## config.mk

```make
export PLATFORM = sky130hd
export DESIGN_NAME = query_string_decoder
export DESIGN_NICKNAME = d
export VERILOG_FILES = /design/src/hdl/qsd_pkg.sv /design/src/hdl/qsd_core.sv /design/src/hdl/qsd_result_queue.sv /design/src/hdl/query_string_decoder.sv
export SDC_FILE = /design/constraint.sdc
export NUM_CORES = 1
export LEC_CHECK = 0
export BUFFER_PORTS_ARGS = -buffer_cell sky130_fd_sc_hd__buf_2
export CORE_MARGIN = 2
export CORE_UTILIZATION = 40
export CTS_CLUSTER_SIZE = 12
export DETAILED_ROUTE_END_ITERATION = 8
export SLEW_MARGIN = 25
export SYNTH_ARGS = -nofsm -noshare
export SYNTH_HDL_FRONTEND = slang
export SYNTH_SLANG_ARGS = --single-unit
export TNS_END_PERCENT = 10
```

## constraint.sdc

```tcl
create_clock -name clk -period 17.3 [get_ports clk]
set_clock_uncertainty 0.2 [all_clocks]
set_input_delay 0.865 -clock clk [delete_from_list [all_inputs] [get_ports clk]]
set_output_delay 0.865 -clock clk [all_outputs]
set_load 0.05 [all_outputs]
```

## src/hdl/qsd_pkg.sv

```systemverilog
package qsd_pkg;

    // Widths fixed by the field definitions.
    localparam int CNT_W         = 14;
    localparam int BYTE_W        = 8;
    localparam int MAX_INPUT_DEF = 8192;
    localparam int LIMIT_CEIL    = 16383;

    // Result queue depth; two entries must stay free for a worst-case item.
    localparam int RQ_DEPTH = 4;
    localparam int RQ_PTR_W = $clog2(RQ_DEPTH);

    // Characters with a special meaning in a query string.
    localparam logic [BYTE_W-1:0] CH_PLUS    = 8'h2B;
    localparam logic [BYTE_W-1:0] CH_MINUS   = 8'h2D;
    localparam logic [BYTE_W-1:0] CH_SPACE   = 8'h20;
    localparam logic [BYTE_W-1:0] CH_AMP     = 8'h26;
    localparam logic [BYTE_W-1:0] CH_EQUAL   = 8'h3D;
    localparam logic [BYTE_W-1:0] CH_PERCENT = 8'h25;
    localparam logic [BYTE_W-1:0] CH_NUL     = 8'h00;

    typedef enum logic [2:0] {
        KIND_NAME     = 3'd0,
        KIND_VALUE    = 3'd1,
        KIND_RESTART  = 3'd2,
        KIND_PAIR_END = 3'd3,
        KIND_DONE     = 3'd4,
        KIND_ERROR    = 3'd5
    } kind_t;

    typedef enum logic [1:0] {
        ESC_NONE,
        ESC_FIRST,
        ESC_SECOND
    } esc_t;

    typedef struct packed {
        logic [BYTE_W-1:0] in_byte;
        logic              end_of_input;
    } item_t;

    typedef struct packed {
        kind_t             kind;
        logic [BYTE_W-1:0] data_byte;
        logic              drop_pair;
        logic              last;
    } result_t;

    // Up to two results produced by one item, handed to the result queue.
    typedef struct packed {
        logic [1:0] cnt;
        result_t    first;
        result_t    second;
    } push_t;

    function automatic result_t make_result(input kind_t k, input logic [BYTE_W-1:0] d,
                                            input logic drop);
        result_t r;
        r.kind      = k;
        r.data_byte = d;
        r.drop_pair = drop;
        r.last      = 1'b0;
        return r;
    endfunction

    // C-locale whitespace: space, tab, newline, vertical tab, form feed, return.
    function automatic logic is_space(input logic [BYTE_W-1:0] c);
        return (c == CH_SPACE) || (c >= 8'd9 && c <= 8'd13);
    endfunction

    // Returns {valid, value} for one hex digit.
    function automatic logic [4:0] hex_digit(input logic [BYTE_W-1:0] c);
        logic [BYTE_W-1:0] t;
        t = 8'd0;
        if (c >= 8'h30 && c <= 8'h39) begin
            t = c - 8'h30;
            return {1'b1, t[3:0]};
        end
        if (c >= 8'h61 && c <= 8'h66) begin
            t = c - 8'h57;
            return {1'b1, t[3:0]};
        end
        if (c >= 8'h41 && c <= 8'h46) begin
            t = c - 8'h37;
            return {1'b1, t[3:0]};
        end
        return 5'd0;
    endfunction

    // Reads a two-character string as a base-16 number: leading whitespace,
    // an optional sign, then hex digits. A zero first byte ends the string.
    function automatic logic [BYTE_W-1:0] decode_escape(input logic [BYTE_W-1:0] a,
                                                        input logic [BYTE_W-1:0] b);
        logic [BYTE_W-1:0] s [2];
        logic [BYTE_W-1:0] v;
        logic [4:0]        h;
        logic              neg;
        logic              in_ws;
        logic              stop;
        s[0]  = a;
        s[1]  = (a == CH_NUL) ? CH_NUL : b;
        v     = '0;
        neg   = 1'b0;
        in_ws = 1'b1;
        stop  = 1'b0;
        for (int k = 0; k < 2; k++) begin
            h = hex_digit(s[k]);
            if (!stop) begin
                if (in_ws && is_space(s[k])) begin
                    // Still skipping leading whitespace.
                    in_ws = 1'b1;
                end else if (in_ws && (s[k] == CH_PLUS || s[k] == CH_MINUS)) begin
                    neg   = (s[k] == CH_MINUS);
                    in_ws = 1'b0;
                end else if (h[4]) begin
                    v     = {v[3:0], h[3:0]};
                    in_ws = 1'b0;
                end else begin
                    stop = 1'b1;
                end
            end
        end
        return neg ? (~v + 8'd1) : v;
    endfunction

endpackage

```

## src/hdl/qsd_core.sv

```systemverilog
module qsd_core #(
    parameter int MAX_INPUT = qsd_pkg::MAX_INPUT_DEF
) (
    input  logic                      clk,
    input  logic                      rst_n,
    input  logic                      take,
    input  qsd_pkg::item_t            item,
    input  logic                      limit_wr_en,
    input  logic [qsd_pkg::CNT_W-1:0] limit_wr_data,
    output qsd_pkg::push_t            push
);
    import qsd_pkg::*;

    localparam int LIM_CAP = (MAX_INPUT > LIMIT_CEIL) ? LIMIT_CEIL : MAX_INPUT;
    localparam logic [CNT_W-1:0] LIM_CAP_V = LIM_CAP[CNT_W-1:0];

    logic [CNT_W-1:0]  limit_reg;
    esc_t              esc_reg, esc_mid, esc_next;
    logic [BYTE_W-1:0] fd_reg, fd_mid, fd_next;
    logic              inval_reg, inval_mid, inval_next;
    logic              nn_reg, nn_mid, nn_next;
    logic [CNT_W-1:0]  cnt_reg, cnt_mid, cnt_next;
    logic              lr_reg, lr_mid, lr_next;

    logic [CNT_W-1:0]  lim;
    logic [CNT_W-1:0]  cnt_inc;
    logic [BYTE_W-1:0] c_in;
    logic [BYTE_W-1:0] c_tr;
    logic              esc_fits;
    logic [1:0]        main_n;
    result_t           main_a, main_b;
    logic              flush;

    // Byte budget register; write it only while the block is idle (not enforced here).
    always_ff @(posedge clk or negedge rst_n)
    begin
        if (!rst_n)
        begin
            limit_reg <= LIM_CAP_V;
        end
        else if (limit_wr_en)
        begin
            limit_reg <= limit_wr_data;
        end
    end

    // Effective limit and the small arithmetic on the byte count.
    assign lim      = (limit_reg < LIM_CAP_V) ? limit_reg : LIM_CAP_V;
    assign cnt_inc  = cnt_reg + 1'b1;
    assign c_in     = item.in_byte;
    assign c_tr     = (c_in == CH_PLUS) ? CH_SPACE : c_in;
    assign esc_fits = ({1'b0, cnt_inc} + 15'd2) <= {1'b0, lim};

    // Main decode of one word: state update and up to two results.
    always_comb
    begin
        esc_mid   = esc_reg;
        fd_mid    = fd_reg;
        inval_mid = inval_reg;
        nn_mid    = nn_reg;
        cnt_mid   = cnt_reg;
        lr_mid    = lr_reg;
        main_n    = 2'd0;
        main_a    = make_result(KIND_DONE, '0, 1'b0);
        main_b    = make_result(KIND_DONE, '0, 1'b0);
        if (item.end_of_input)
        begin
            if (esc_reg != ESC_NONE)
            begin
                main_n = 2'd1;
                main_a = make_result(KIND_ERROR, '0, 1'b0);
            end
            else if (!lr_reg)
            begin
                main_n = 2'd2;
                main_a = make_result(KIND_PAIR_END, '0, !nn_reg);
            end
            else
            begin
                main_n = 2'd1;
            end
            esc_mid   = ESC_NONE;
            fd_mid    = '0;
            inval_mid = 1'b0;
            nn_mid    = 1'b0;
            cnt_mid   = '0;
            lr_mid    = 1'b0;
        end
        else if (!lr_reg)
        begin
            case (esc_reg)
                ESC_FIRST:
                begin
                    fd_mid  = c_in;
                    esc_mid = ESC_SECOND;
                    cnt_mid = cnt_inc;
                end
                ESC_SECOND:
                begin
                    esc_mid = ESC_NONE;
                    cnt_mid = cnt_inc;
                    main_n  = 2'd1;
                    main_a  = make_result(inval_reg ? KIND_VALUE : KIND_NAME,
                                          decode_escape(fd_reg, c_in), 1'b0);
                    if (!inval_reg)
                    begin
                        nn_mid = 1'b1;
                    end
                end
                default:
                begin
                    if (cnt_reg >= lim)
                    begin
                        // Budget already spent: close the pair, drop this byte.
                        main_n    = 2'd1;
                        main_a    = make_result(KIND_PAIR_END, '0, !nn_reg);
                        inval_mid = 1'b0;
                        nn_mid    = 1'b0;
                        lr_mid    = 1'b1;
                    end
                    else
                    begin
                        cnt_mid = cnt_inc;
                        main_n  = 2'd1;
                        if (c_tr == CH_AMP)
                        begin
                            main_a    = make_result(KIND_PAIR_END, '0, !nn_reg);
                            inval_mid = 1'b0;
                            nn_mid    = 1'b0;
                        end
                        else if (c_tr == CH_EQUAL)
                        begin
                            main_a    = make_result(KIND_RESTART, '0, 1'b0);
                            inval_mid = 1'b1;
                        end
                        else if (c_tr == CH_PERCENT && esc_fits)
                        begin
                            main_n  = 2'd0;
                            esc_mid = ESC_FIRST;
                        end
                        else
                        begin
                            main_a = make_result(inval_reg ? KIND_VALUE : KIND_NAME,
                                                 c_tr, 1'b0);
                            if (!inval_reg)
                            begin
                                nn_mid = 1'b1;
                            end
                        end
                    end
                end
            endcase
        end
    end

    // Flush when this word used up the budget, then mark the last result.
    assign flush = !item.end_of_input && !lr_mid && (esc_mid == ESC_NONE) && (cnt_mid >= lim);

    always_comb
    begin
        esc_next    = esc_mid;
        fd_next     = fd_mid;
        inval_next  = inval_mid;
        nn_next     = nn_mid;
        cnt_next    = cnt_mid;
        lr_next     = lr_mid;
        push.cnt    = main_n;
        push.first  = main_a;
        push.second = main_b;
        if (flush)
        begin
            inval_next = 1'b0;
            nn_next    = 1'b0;
            lr_next    = 1'b1;
            if (main_n == 2'd0)
            begin
                push.cnt   = 2'd1;
                push.first = make_result(KIND_PAIR_END, '0, !nn_mid);
            end
            else
            begin
                push.cnt    = 2'd2;
                push.second = make_result(KIND_PAIR_END, '0, !nn_mid);
            end
        end
        if (push.cnt == 2'd1)
        begin
            push.first.last = 1'b1;
        end
        if (push.cnt == 2'd2)
        begin
            push.second.last = 1'b1;
        end
        if (!take)
        begin
            push.cnt = 2'd0;
        end
    end

    // Per-string decoder state.
    always_ff @(posedge clk or negedge rst_n)
    begin
        if (!rst_n)
        begin
            esc_reg   <= ESC_NONE;
            fd_reg    <= '0;
            inval_reg <= 1'b0;
            nn_reg    <= 1'b0;
            cnt_reg   <= '0;
            lr_reg    <= 1'b0;
        end
        else if (take)
        begin
            esc_reg   <= esc_next;
            fd_reg    <= fd_next;
            inval_reg <= inval_next;
            nn_reg    <= nn_next;
            cnt_reg   <= cnt_next;
            lr_reg    <= lr_next;
        end
    end

    // End of input always leaves the decoder ready for a fresh string.
    a_eoi_clears: assert property (@(posedge clk) disable iff (!rst_n)
        take && item.end_of_input |=> esc_reg == ESC_NONE && cnt_reg == '0 && !lr_reg)
        else $error("state not cleared after end of input");

    // The limit is never marked while an escape is still open.
    a_limit_no_escape: assert property (@(posedge clk) disable iff (!rst_n)
        lr_reg |-> esc_reg == ESC_NONE)
        else $error("limit reached with escape pending");

    // A pair end that is the only result of its word leaves the decoder collecting a name.
    a_pair_end_name: assert property (@(posedge clk) disable iff (!rst_n)
        take && push.cnt != 2'd0 && push.first.kind == KIND_PAIR_END && push.cnt == 2'd1
        |=> !inval_reg && !nn_reg)
        else $error("pair end did not return to name collection");

endmodule

```

## src/hdl/qsd_result_queue.sv

```systemverilog
module qsd_result_queue (
    input  logic             clk,
    input  logic             rst_n,
    input  qsd_pkg::push_t   push,
    output logic             room,
    output qsd_pkg::result_t result,
    output logic             result_valid,
    input  logic             result_stall
);
    import qsd_pkg::*;

    result_t             entry_reg [RQ_DEPTH];
    logic [RQ_PTR_W-1:0] wr_ptr_reg, wr_ptr_next;
    logic [RQ_PTR_W-1:0] rd_ptr_reg, rd_ptr_next;
    logic [RQ_PTR_W:0]   count_reg, count_next;
    logic                pop;
    logic [RQ_PTR_W-1:0] wr_ptr_plus1;

    // Head of the queue drives the output word directly.
    assign result       = entry_reg[rd_ptr_reg];
    assign result_valid = (count_reg != '0);
    assign pop          = result_valid && !result_stall;
    assign room         = count_reg <= (RQ_PTR_W + 1)'(RQ_DEPTH - 2);
    assign wr_ptr_plus1 = wr_ptr_reg + 1'b1;

    // Pointer and fill level update.
    always_comb
    begin
        wr_ptr_next = wr_ptr_reg + RQ_PTR_W'(push.cnt);
        rd_ptr_next = pop ? (rd_ptr_reg + 1'b1) : rd_ptr_reg;
        count_next  = count_reg + (RQ_PTR_W + 1)'(push.cnt) - (RQ_PTR_W + 1)'(pop);
    end

    always_ff @(posedge clk or negedge rst_n)
    begin
        if (!rst_n)
        begin
            wr_ptr_reg <= '0;
            rd_ptr_reg <= '0;
            count_reg  <= '0;
        end
        else
        begin
            wr_ptr_reg <= wr_ptr_next;
            rd_ptr_reg <= rd_ptr_next;
            count_reg  <= count_next;
        end
    end

    // Result storage; one or two words written per cycle.
    always_ff @(posedge clk)
    begin
        if (push.cnt != 2'd0)
        begin
            entry_reg[wr_ptr_reg] <= push.first;
        end
        if (push.cnt == 2'd2)
        begin
            entry_reg[wr_ptr_plus1] <= push.second;
        end
    end

    a_no_overflow: assert property (@(posedge clk) disable iff (!rst_n)
        count_reg <= (RQ_PTR_W + 1)'(RQ_DEPTH))
        else $error("result queue overflow");

    a_push_needs_room: assert property (@(posedge clk) disable iff (!rst_n)
        push.cnt != 2'd0 |-> room)
        else $error("push into result queue without room");

    a_pop_drains: assert property (@(posedge clk) disable iff (!rst_n)
        pop && push.cnt == 2'd0 |=> count_reg == $past(count_reg) - 1'b1)
        else $error("result queue level did not drop on pop");

endmodule

```

## src/hdl/query_string_decoder.sv

```systemverilog
// Query string decoder: takes a URL-encoded query string one byte per word and
// emits tagged name bytes, value bytes, value restarts, pair ends and a final
// done or error marker.
// Input channel: item_valid / item_stall / item. A word is taken at a rising
// edge with item_valid high and item_stall low; end_of_input closes a string.
// Output channel: result_valid / result_stall / result, one result per word,
// with last set on the final result caused by one input word.
// Configuration: limit_wr_en / limit_wr_data write the byte budget; write it
// only while no string is in flight.
// Path: an accepted word is registered in the input stage, decoded from there into
// the result queue, and the queue head drives result directly.
// Throughput: one input word per cycle while item_stall is low. A word with two
// results (pair end plus done, or a byte that uses up the budget) puts both into
// the queue at once; the four-entry result queue sets how far the input runs ahead.
// Reset (rst_n low) empties the queue, clears the per-string state and sets
// the budget to its maximum. When the receiver stalls, the queue fills and
// item_stall rises once fewer than two free entries remain while a word waits in the input stage.
module query_string_decoder #(
    parameter int MAX_INPUT = qsd_pkg::MAX_INPUT_DEF
) (
    input  logic                      clk,
    input  logic                      rst_n,
    input  logic                      item_valid,
    output logic                      item_stall,
    input  qsd_pkg::item_t            item,
    output logic                      result_valid,
    input  logic                      result_stall,
    output qsd_pkg::result_t          result,
    input  logic                      limit_wr_en,
    input  logic [qsd_pkg::CNT_W-1:0] limit_wr_data
);
    import qsd_pkg::*;

    logic  stage_valid_reg, stage_valid_next;
    item_t stage_item_reg;
    logic  room;
    logic  take;
    logic  accept;
    push_t push;

    // Input register stage; drains into the decoder whenever the queue has room.
    assign take       = stage_valid_reg && room;
    assign item_stall = stage_valid_reg && !room;
    assign accept     = item_valid && !item_stall;

    always_comb
    begin
        stage_valid_next = stage_valid_reg;
        if (accept)
        begin
            stage_valid_next = 1'b1;
        end
        else if (take)
        begin
            stage_valid_next = 1'b0;
        end
    end

    always_ff @(posedge clk or negedge rst_n)
    begin
        if (!rst_n)
        begin
            stage_valid_reg <= 1'b0;
        end
        else
        begin
            stage_valid_reg <= stage_valid_next;
        end
    end

    always_ff @(posedge clk)
    begin
        if (accept)
        begin
            stage_item_reg <= item;
        end
    end

    qsd_core #(
        .MAX_INPUT (MAX_INPUT)
    ) u_core (
        .clk           (clk),
        .rst_n         (rst_n),
        .take          (take),
        .item          (stage_item_reg),
        .limit_wr_en   (limit_wr_en),
        .limit_wr_data (limit_wr_data),
        .push          (push)
    );

    qsd_result_queue u_queue (
        .clk          (clk),
        .rst_n        (rst_n),
        .push         (push),
        .room         (room),
        .result       (result),
        .result_valid (result_valid),
        .result_stall (result_stall)
    );

    a_stage_holds: assert property (@(posedge clk) disable iff (!rst_n)
        stage_valid_reg && !take |=> stage_valid_reg && $stable(stage_item_reg))
        else $error("input stage lost a stalled word");

endmodule

```

# Word level (Yosys, flattened, before mapping)
# Memory sizes are Yosys's and may differ from the RTL's.
# Index checks and enable logic that the tools add are counted.
[totals] regBits=58 ramBits=52 input_bits=28 output_inout_bits=15 wordCells=256 memories=1
[memory_table] name="u_queue.entry_reg" depth=4 word_bits=13 read_ports=1 rd_ports_with_merged_regs=0 wr=2 line="qsd_result_queue.sv:12" rtl="result_t entry_reg [RQ_DEPTH];"
[op_classes] add_sub_neg=14 order_cmp=21 n_eq_ne=18 muxes=147 bitwise=1 reduce_logical=41
[op_table] operator="$mux W13" n=10
[op_table] operator="$mux W8" n=15
[op_table] operator="$mux W5" n=18
[op_table] operator="$eq A8 B6 Y1 const B" n=10
[op_table] operator="$mux W1" n=78
[op_table] operator="$mux W14" n=5
[op_table] operator="$ge A8 B7 Y1 const B" n=4
[op_table] operator="$le A8 B7 Y1 const B" n=4
[op_table] operator="$mux W2" n=15
[op_table] operator="$ge A14 B14 Y1" n=2
[op_table] operator="$mux W28" n=1
[op_table] operator="$pmux W13 S2" n=1
[op_table] operator="$logic_and A1 B1 Y1" n=18
[op_table] operator="$ge A8 B4 Y1 const B" n=2
[op_table] operator="$ge A8 B6 Y1 const B" n=2
[op_table] operator="$le A8 B4 Y1 const B" n=2
[op_table] operator="$le A8 B6 Y1 const B" n=2
[op_table] operator="$sub A4 B3 Y4 const B" n=4
[op_table] operator="$add A14 B2 Y15 const B" n=1
[op_table] operator="$le A15 B14 Y1" n=1
[op_table] operator="$add A14 B1 Y14 const B" n=1
[op_table] operator="$lt A14 B14 Y1 const B" n=1
[op_table] operator="$add A8 B1 Y8 const B" n=1
[op_table] operator="$logic_not A8 Y1" n=1
[op_table] operator="other kinds (24)" n=43

# Longest topological paths before layout
[logic_depth] word_depth=46 depth_mapped=27 depth_no_buf=24

# Hierarchy
# Synthesis repeated with hierarchy kept, for this count alone.
[hier_totals] hier_cells=804 area_unflattened_um2=8416.8
[modules_own_cells] module="qsd_core" instances=1 cells_per_inst=621 area_per_inst_um2=5027.3 seq_area_each_um2=1027.2
[modules_own_cells] module="qsd_result_queue" instances=1 cells_per_inst=168 area_per_inst_um2=3055.4 seq_area_each_um2=1736.7
[modules_own_cells] module="query_string_decoder" instances=1 cells_per_inst=15 area_per_inst_um2=334.1 seq_area_each_um2=295.3

# Worst setup path after synthesis
# Ideal clock, no wire load.
[synth_timing] path_type="register to register" startpoint="register u_core.limit_reg[13]" endpoint="register u_queue.count_reg[2]" setup_ns=0.123 t_arrival_ns=5.370 t_required_ns=16.977 slack_ns=11.608 stages_incl_launch_ff=26 path_buffers=2 synth_period_minus_slack_ns=5.692 path_cell_list="dfstp_2 inv_1 clkbuf_1 nand2_1 ha_1 a211oi_1 nor2_1 o311ai_2 a31oi_1 nor2_1 clkbuf_1 nand4_1 xor2_1 nor2_1 ha_1 nand2_1 nor3_1 a221oi_1 a31oi_1 nand3_4 nor3_4 o21ai_0 ha_1 inv_1 fa_1 xnor2_1"
[synth_via] elab_cells_between_ends=39 cone_classes="2 x add/sub; 4 x order compare; 26 x mux; 7 x reduce/logical"
[synth_lines] item="from (decl)" line="qsd_core.sv:17" rtl="logic [CNT_W-1:0] limit_reg;"
[synth_lines] item="from (signal assigned)" line="qsd_core.sv:43" rtl="limit_reg <= limit_wr_data;"
[synth_lines] item="$lt A14 B14 Y1" line="qsd_core.sv:48" rtl="assign lim = (limit_reg < LIM_CAP_V) ? limit_reg : LIM_CAP_V;"
[synth_lines] item="$mux W14 (*)" line="qsd_core.sv:48"
[synth_lines] item="$ge A14 B14 Y1 (*)" line="qsd_core.sv:112" rtl="if (cnt_reg >= lim)"
[synth_lines] item="$mux W14 (*)" line="qsd_core.sv:112"
[synth_lines] item="$mux W14 (*)" line="qsd_core.sv:91" rtl="case (esc_reg)"
[synth_lines] item="$mux W14 (*)" line="qsd_core.sv:89" rtl="else if (!lr_reg)"
[synth_lines] item="$mux W14 (*)" line="qsd_core.sv:66" rtl="if (item.end_of_input)"
[synth_lines] item="via u_core.cnt_mid[8]" line="qsd_core.sv:22" rtl="logic [CNT_W-1:0] cnt_reg, cnt_mid, cnt_next;"
[synth_lines] item="$ge A14 B14 Y1 (*)" line="qsd_core.sv:157" rtl="assign flush = !item.end_of_input && !lr_mid && (esc_mid == ESC_NONE) && (cnt_mid >= lim);"
[synth_lines] item="$logic_and A1 B1 Y1 (*)" line="qsd_core.sv:157"
[synth_lines] item="$mux W28 (*)" line="qsd_core.sv:170" rtl="if (flush)"
[synth_lines] item="$mux W2 (*)" line="qsd_core.sv:194" rtl="if (!take)"
[synth_lines] item="$add A3 B2 Y3 (*)" line="qsd_result_queue.sv:31" rtl="count_next = count_reg + (RQ_PTR_W + 1)'(push.cnt) - (RQ_PTR_W + 1)'(pop);"
[synth_lines] item="$sub A3 B1 Y3 (*)" line="qsd_result_queue.sv:31"
[synth_lines] item="via u_queue.count_next[2]" line="qsd_result_queue.sv:15" rtl="logic [RQ_PTR_W:0] count_reg, count_next;"
[synth_lines] item="to (signal assigned)" line="qsd_result_queue.sv:46" rtl="count_reg <= count_next;"
[synth_lines] item="to (decl)" line="qsd_result_queue.sv:15"
# Mark *: on every way through the listed nets, which the timed path passes. The rest lies on a longest branch.
# A chain may end at the register's enable or synchronous reset.

# Final worst setup path
# Ends and elaborated chain as after synthesis.

==> flow_summary.json <==
{
  "initialDrtViolationCount": 569,
  "grt_pass1_vias": 6228,
  "portBuffers": 42,
  "path_class": "reg2reg",
  "initial_core_util": 0.4041,
  "syn_area_per_cell_um2": 9.372,
  "reg2reg_slack_ns": 10.24,
  "synth_cell_types": 103,
  "vias": 6558,
  "synth_seq_cells": 110,
  "min_path_type": "reg2reg",
  "cts_setup_buffers": 0,
  "crit_family": "simple AND/OR/NAND/NOR gates",
  "max_freq_mhz": 141.7,
  "status": "finished clean",
  "ios": 43,
  "cp_data_arrival_time_ns": 7.11,
  "ir_drop_v": 0.00008464,
  "cts.path.max_buffers": 2,
  "setup.worst_path.start_class": "flop",
  "insertion_delay_ns": 0.36,
  "wl_um": 20000,
  "hold_buffers": 0,
  "multi_input_area_um2": 4989,
  "setup_viol": 0,
  "nNetsFinal": 965,
  "grt_pass1_wl_um": 32760,
  "syn_nets": 955,
  "critPathSlowestCell": "nor2_1",
  "cts_tree": "built",
  "postRouteAntennaNets": 0,
  "place.gp.congestion": 0.8636,
  "finalSetupTns_ns": 0,
  "drive_gt1_frac": 0.1547,
  "die_h_um": 146.3,
  "synthTopCellsByArea": "dfrtp_1 (15%), edfxtp_1 (11%), ha_1 (9.6%)",
  "p_leak_uw": 0.003490,
  "dieWidth_um": 146.3,
  "maxSlewViolCount": 0,
  "cpPeakStageDelay_ns": 0.70,
  "antenna_found_initial": 0,
  "final_cell_mix": "nand2_1 (93), ha_1 (62), nor2_1 (53)",
  "p_per_area_nw_per_um2": 144.0,
  "max_slew_margin": 0.3322,
  "diodes": 0,
  "finish.utilization": 0.4378,
  "grt_overflow_total": 0,
  "cts.htree.levels": 3,
  "hold_viol_final": 0,
  "critPathBufInv": 2,
  "postSynthCellCount": 864,
  "r2r.worst_path.cells": 24,
  "critPathCaptureType": "flop",
  "fillers": 1990,
  "r2r-end": "u_queue.count_reg[2]",
  "clk_pin_slew_worst_paths_ns": 0.08,
  "layout_commonest_cell": "nand2_1",
  "synth_warnings": 0,
  "dr.pass1.iters": 5,
  "hold_path_startpoint": "u_queue.entry_reg[2][5]",
  "wl_per_cell_um": 17.41,
  "max_cap_viol_count": 0,
  "async_flop_share": 0.4455,
  "cts_inserted_buffers": 9,
  "rsz0062_at_grt": "no",
  "grt_max_degree": 50,
  "worstReg2RegStart": "u_core.limit_reg[13]",
  "cts.repair.resized": 0,
  "syn_area_um2": 8098,
  "avgViaCountPerCell": 5.708,
  "core_um2": 20040,
  "crit_chain": "inv_1, nand2_1, ha_1, a211oi_1, o21ai_0, o221ai_1, a31oi_1, nor2_1, nand2_1, nor3_1, xnor2_1, nor2_1, ha_1, nand4_1, nor3_1, a221oi_1, a31oi_1, nand3_4, nor3_4, o21ai_0, ha_1, inv_1, fa_1, xnor2_1",
  "final-seq-area_um2": 2739,
  "path_common_cell": "ha_1",
  "fin_crit_ns": 7.059,
  "hpwlAfterDp_um": 15070,
  "cts_root_buf": "clkbuf_16",
  "hold_depth": 1,
  "largest_register_ff_count": 52,
  "worstMarginPinSlew_ns": 1.002,
  "min_to": "u_queue.entry_reg[2][5]",
  "clkSinkCount": 110,
  "synth_top_area_frac": 0.1483,
  "area_growth_pct": 8.328,
  "synth_area_leader_cell": "dfrtp_1",
  "die_area_um2": 21400,
  "synth_edf_count": 29,
  "seq_area_frac_synth": 0.3382,
  "drcViolationCount": 0,
  "path_max_fanout": 16,
  "synthFlopType": "dfrtp_1",
  "std_cell_rows": 52,
  "timing.final.crit_share": 0.4080,
  "grtUsageTotal": 0.1888,
  "cp.required_ns": 17.35
}
[per-stage QoR]
step	worst slack (ns)	instances	total power (uW)	cell area [um2]	hold WS, ns
2_1_floorplan	11.61	864	899.4	8098	0.2271
3_3_place_gp	10.64	1133	1043	8456	0.2406
3_5_place_dp	10.37	1133	1047	8456	0.2460
4_1_cts	10.35	1149	1271	8772	0.2699
5_1_grt	9.731	1149	1353	8772	0.2821
6_report	10.24	1149	1263	8772	0.2684
[where the power goes]
group	switching [uW]	leakage (uW)	internal (uW)
Combinational	385	0.00218	218
Clock	117	0.000153	106
Sequential	91.1	0.00115	345
Total	593	0.00349	670
[worst max path at each step]
stage                                     from                    to  slack (ns)  depth (start not counted)
after CTS                 u_core.limit_reg[13]  u_queue.count_reg[2]       10.35                         24
after global routing      u_core.limit_reg[13]  u_queue.count_reg[1]        9.73                         23
final                     u_core.limit_reg[13]  u_queue.count_reg[2]       10.24                         24
after detailed placement  u_core.limit_reg[13]  u_queue.count_reg[1]       10.37                         23
after global placement    u_core.limit_reg[13]  u_queue.count_reg[2]       10.64                         24
after floorplan           u_core.limit_reg[13]  u_queue.count_reg[2]       11.61                         25
[cells by family (layout without fill, tap and decap cells)]
logic type,after synthesis,after routing,share of synthesized area
mux,31,31,0.06119
buf+inv,88,103,0.04573
xor+xnor,40,40,0.04326
simple gates,305,305,0.2030
compound gates,227,227,0.2103
flops,110,110,0.3382
fa+ha+maj,63,63,0.09827
[synthesized netlist by cell type, drive strengths merged (13+ instances only)]
cell type,number
o21ai,48
mux4,13
ha,62
xor2,13
nand3,40
buf,15
o2bb2ai,17
xnor2,27
a22o,20
dfxtp,32
a31oi,13
edfxtp,29
nor3,28
mux2,15
o31ai,15
clkbuf,31
dfrtp,48
nand2,95
nor2,54
inv,42
a21oi,30
[layer usage]
layer	wire length, um	up-vias	global-route usage
li1	-	3241	-
met5	0	-	0
met3	916	19	0.02969
met4	246	0	0.04466
met2	9297	174	0.3026
met1	9545	3124	0.2692
[cell type report]
type | instances | share of cell area
Sequential cell | 110 | 0.3122
Clock buffer | 9 | 0.02567
Timing Repair Buffer | 45 | 0.02653
Multi-Input combinational cell | 666 | 0.5687
Inverter | 42 | 0.01797
Tap cell | 270 | 0.03851
Clock inverter | 7 | 0.01041
Note: power is estimated with default switching activity, not from simulation.
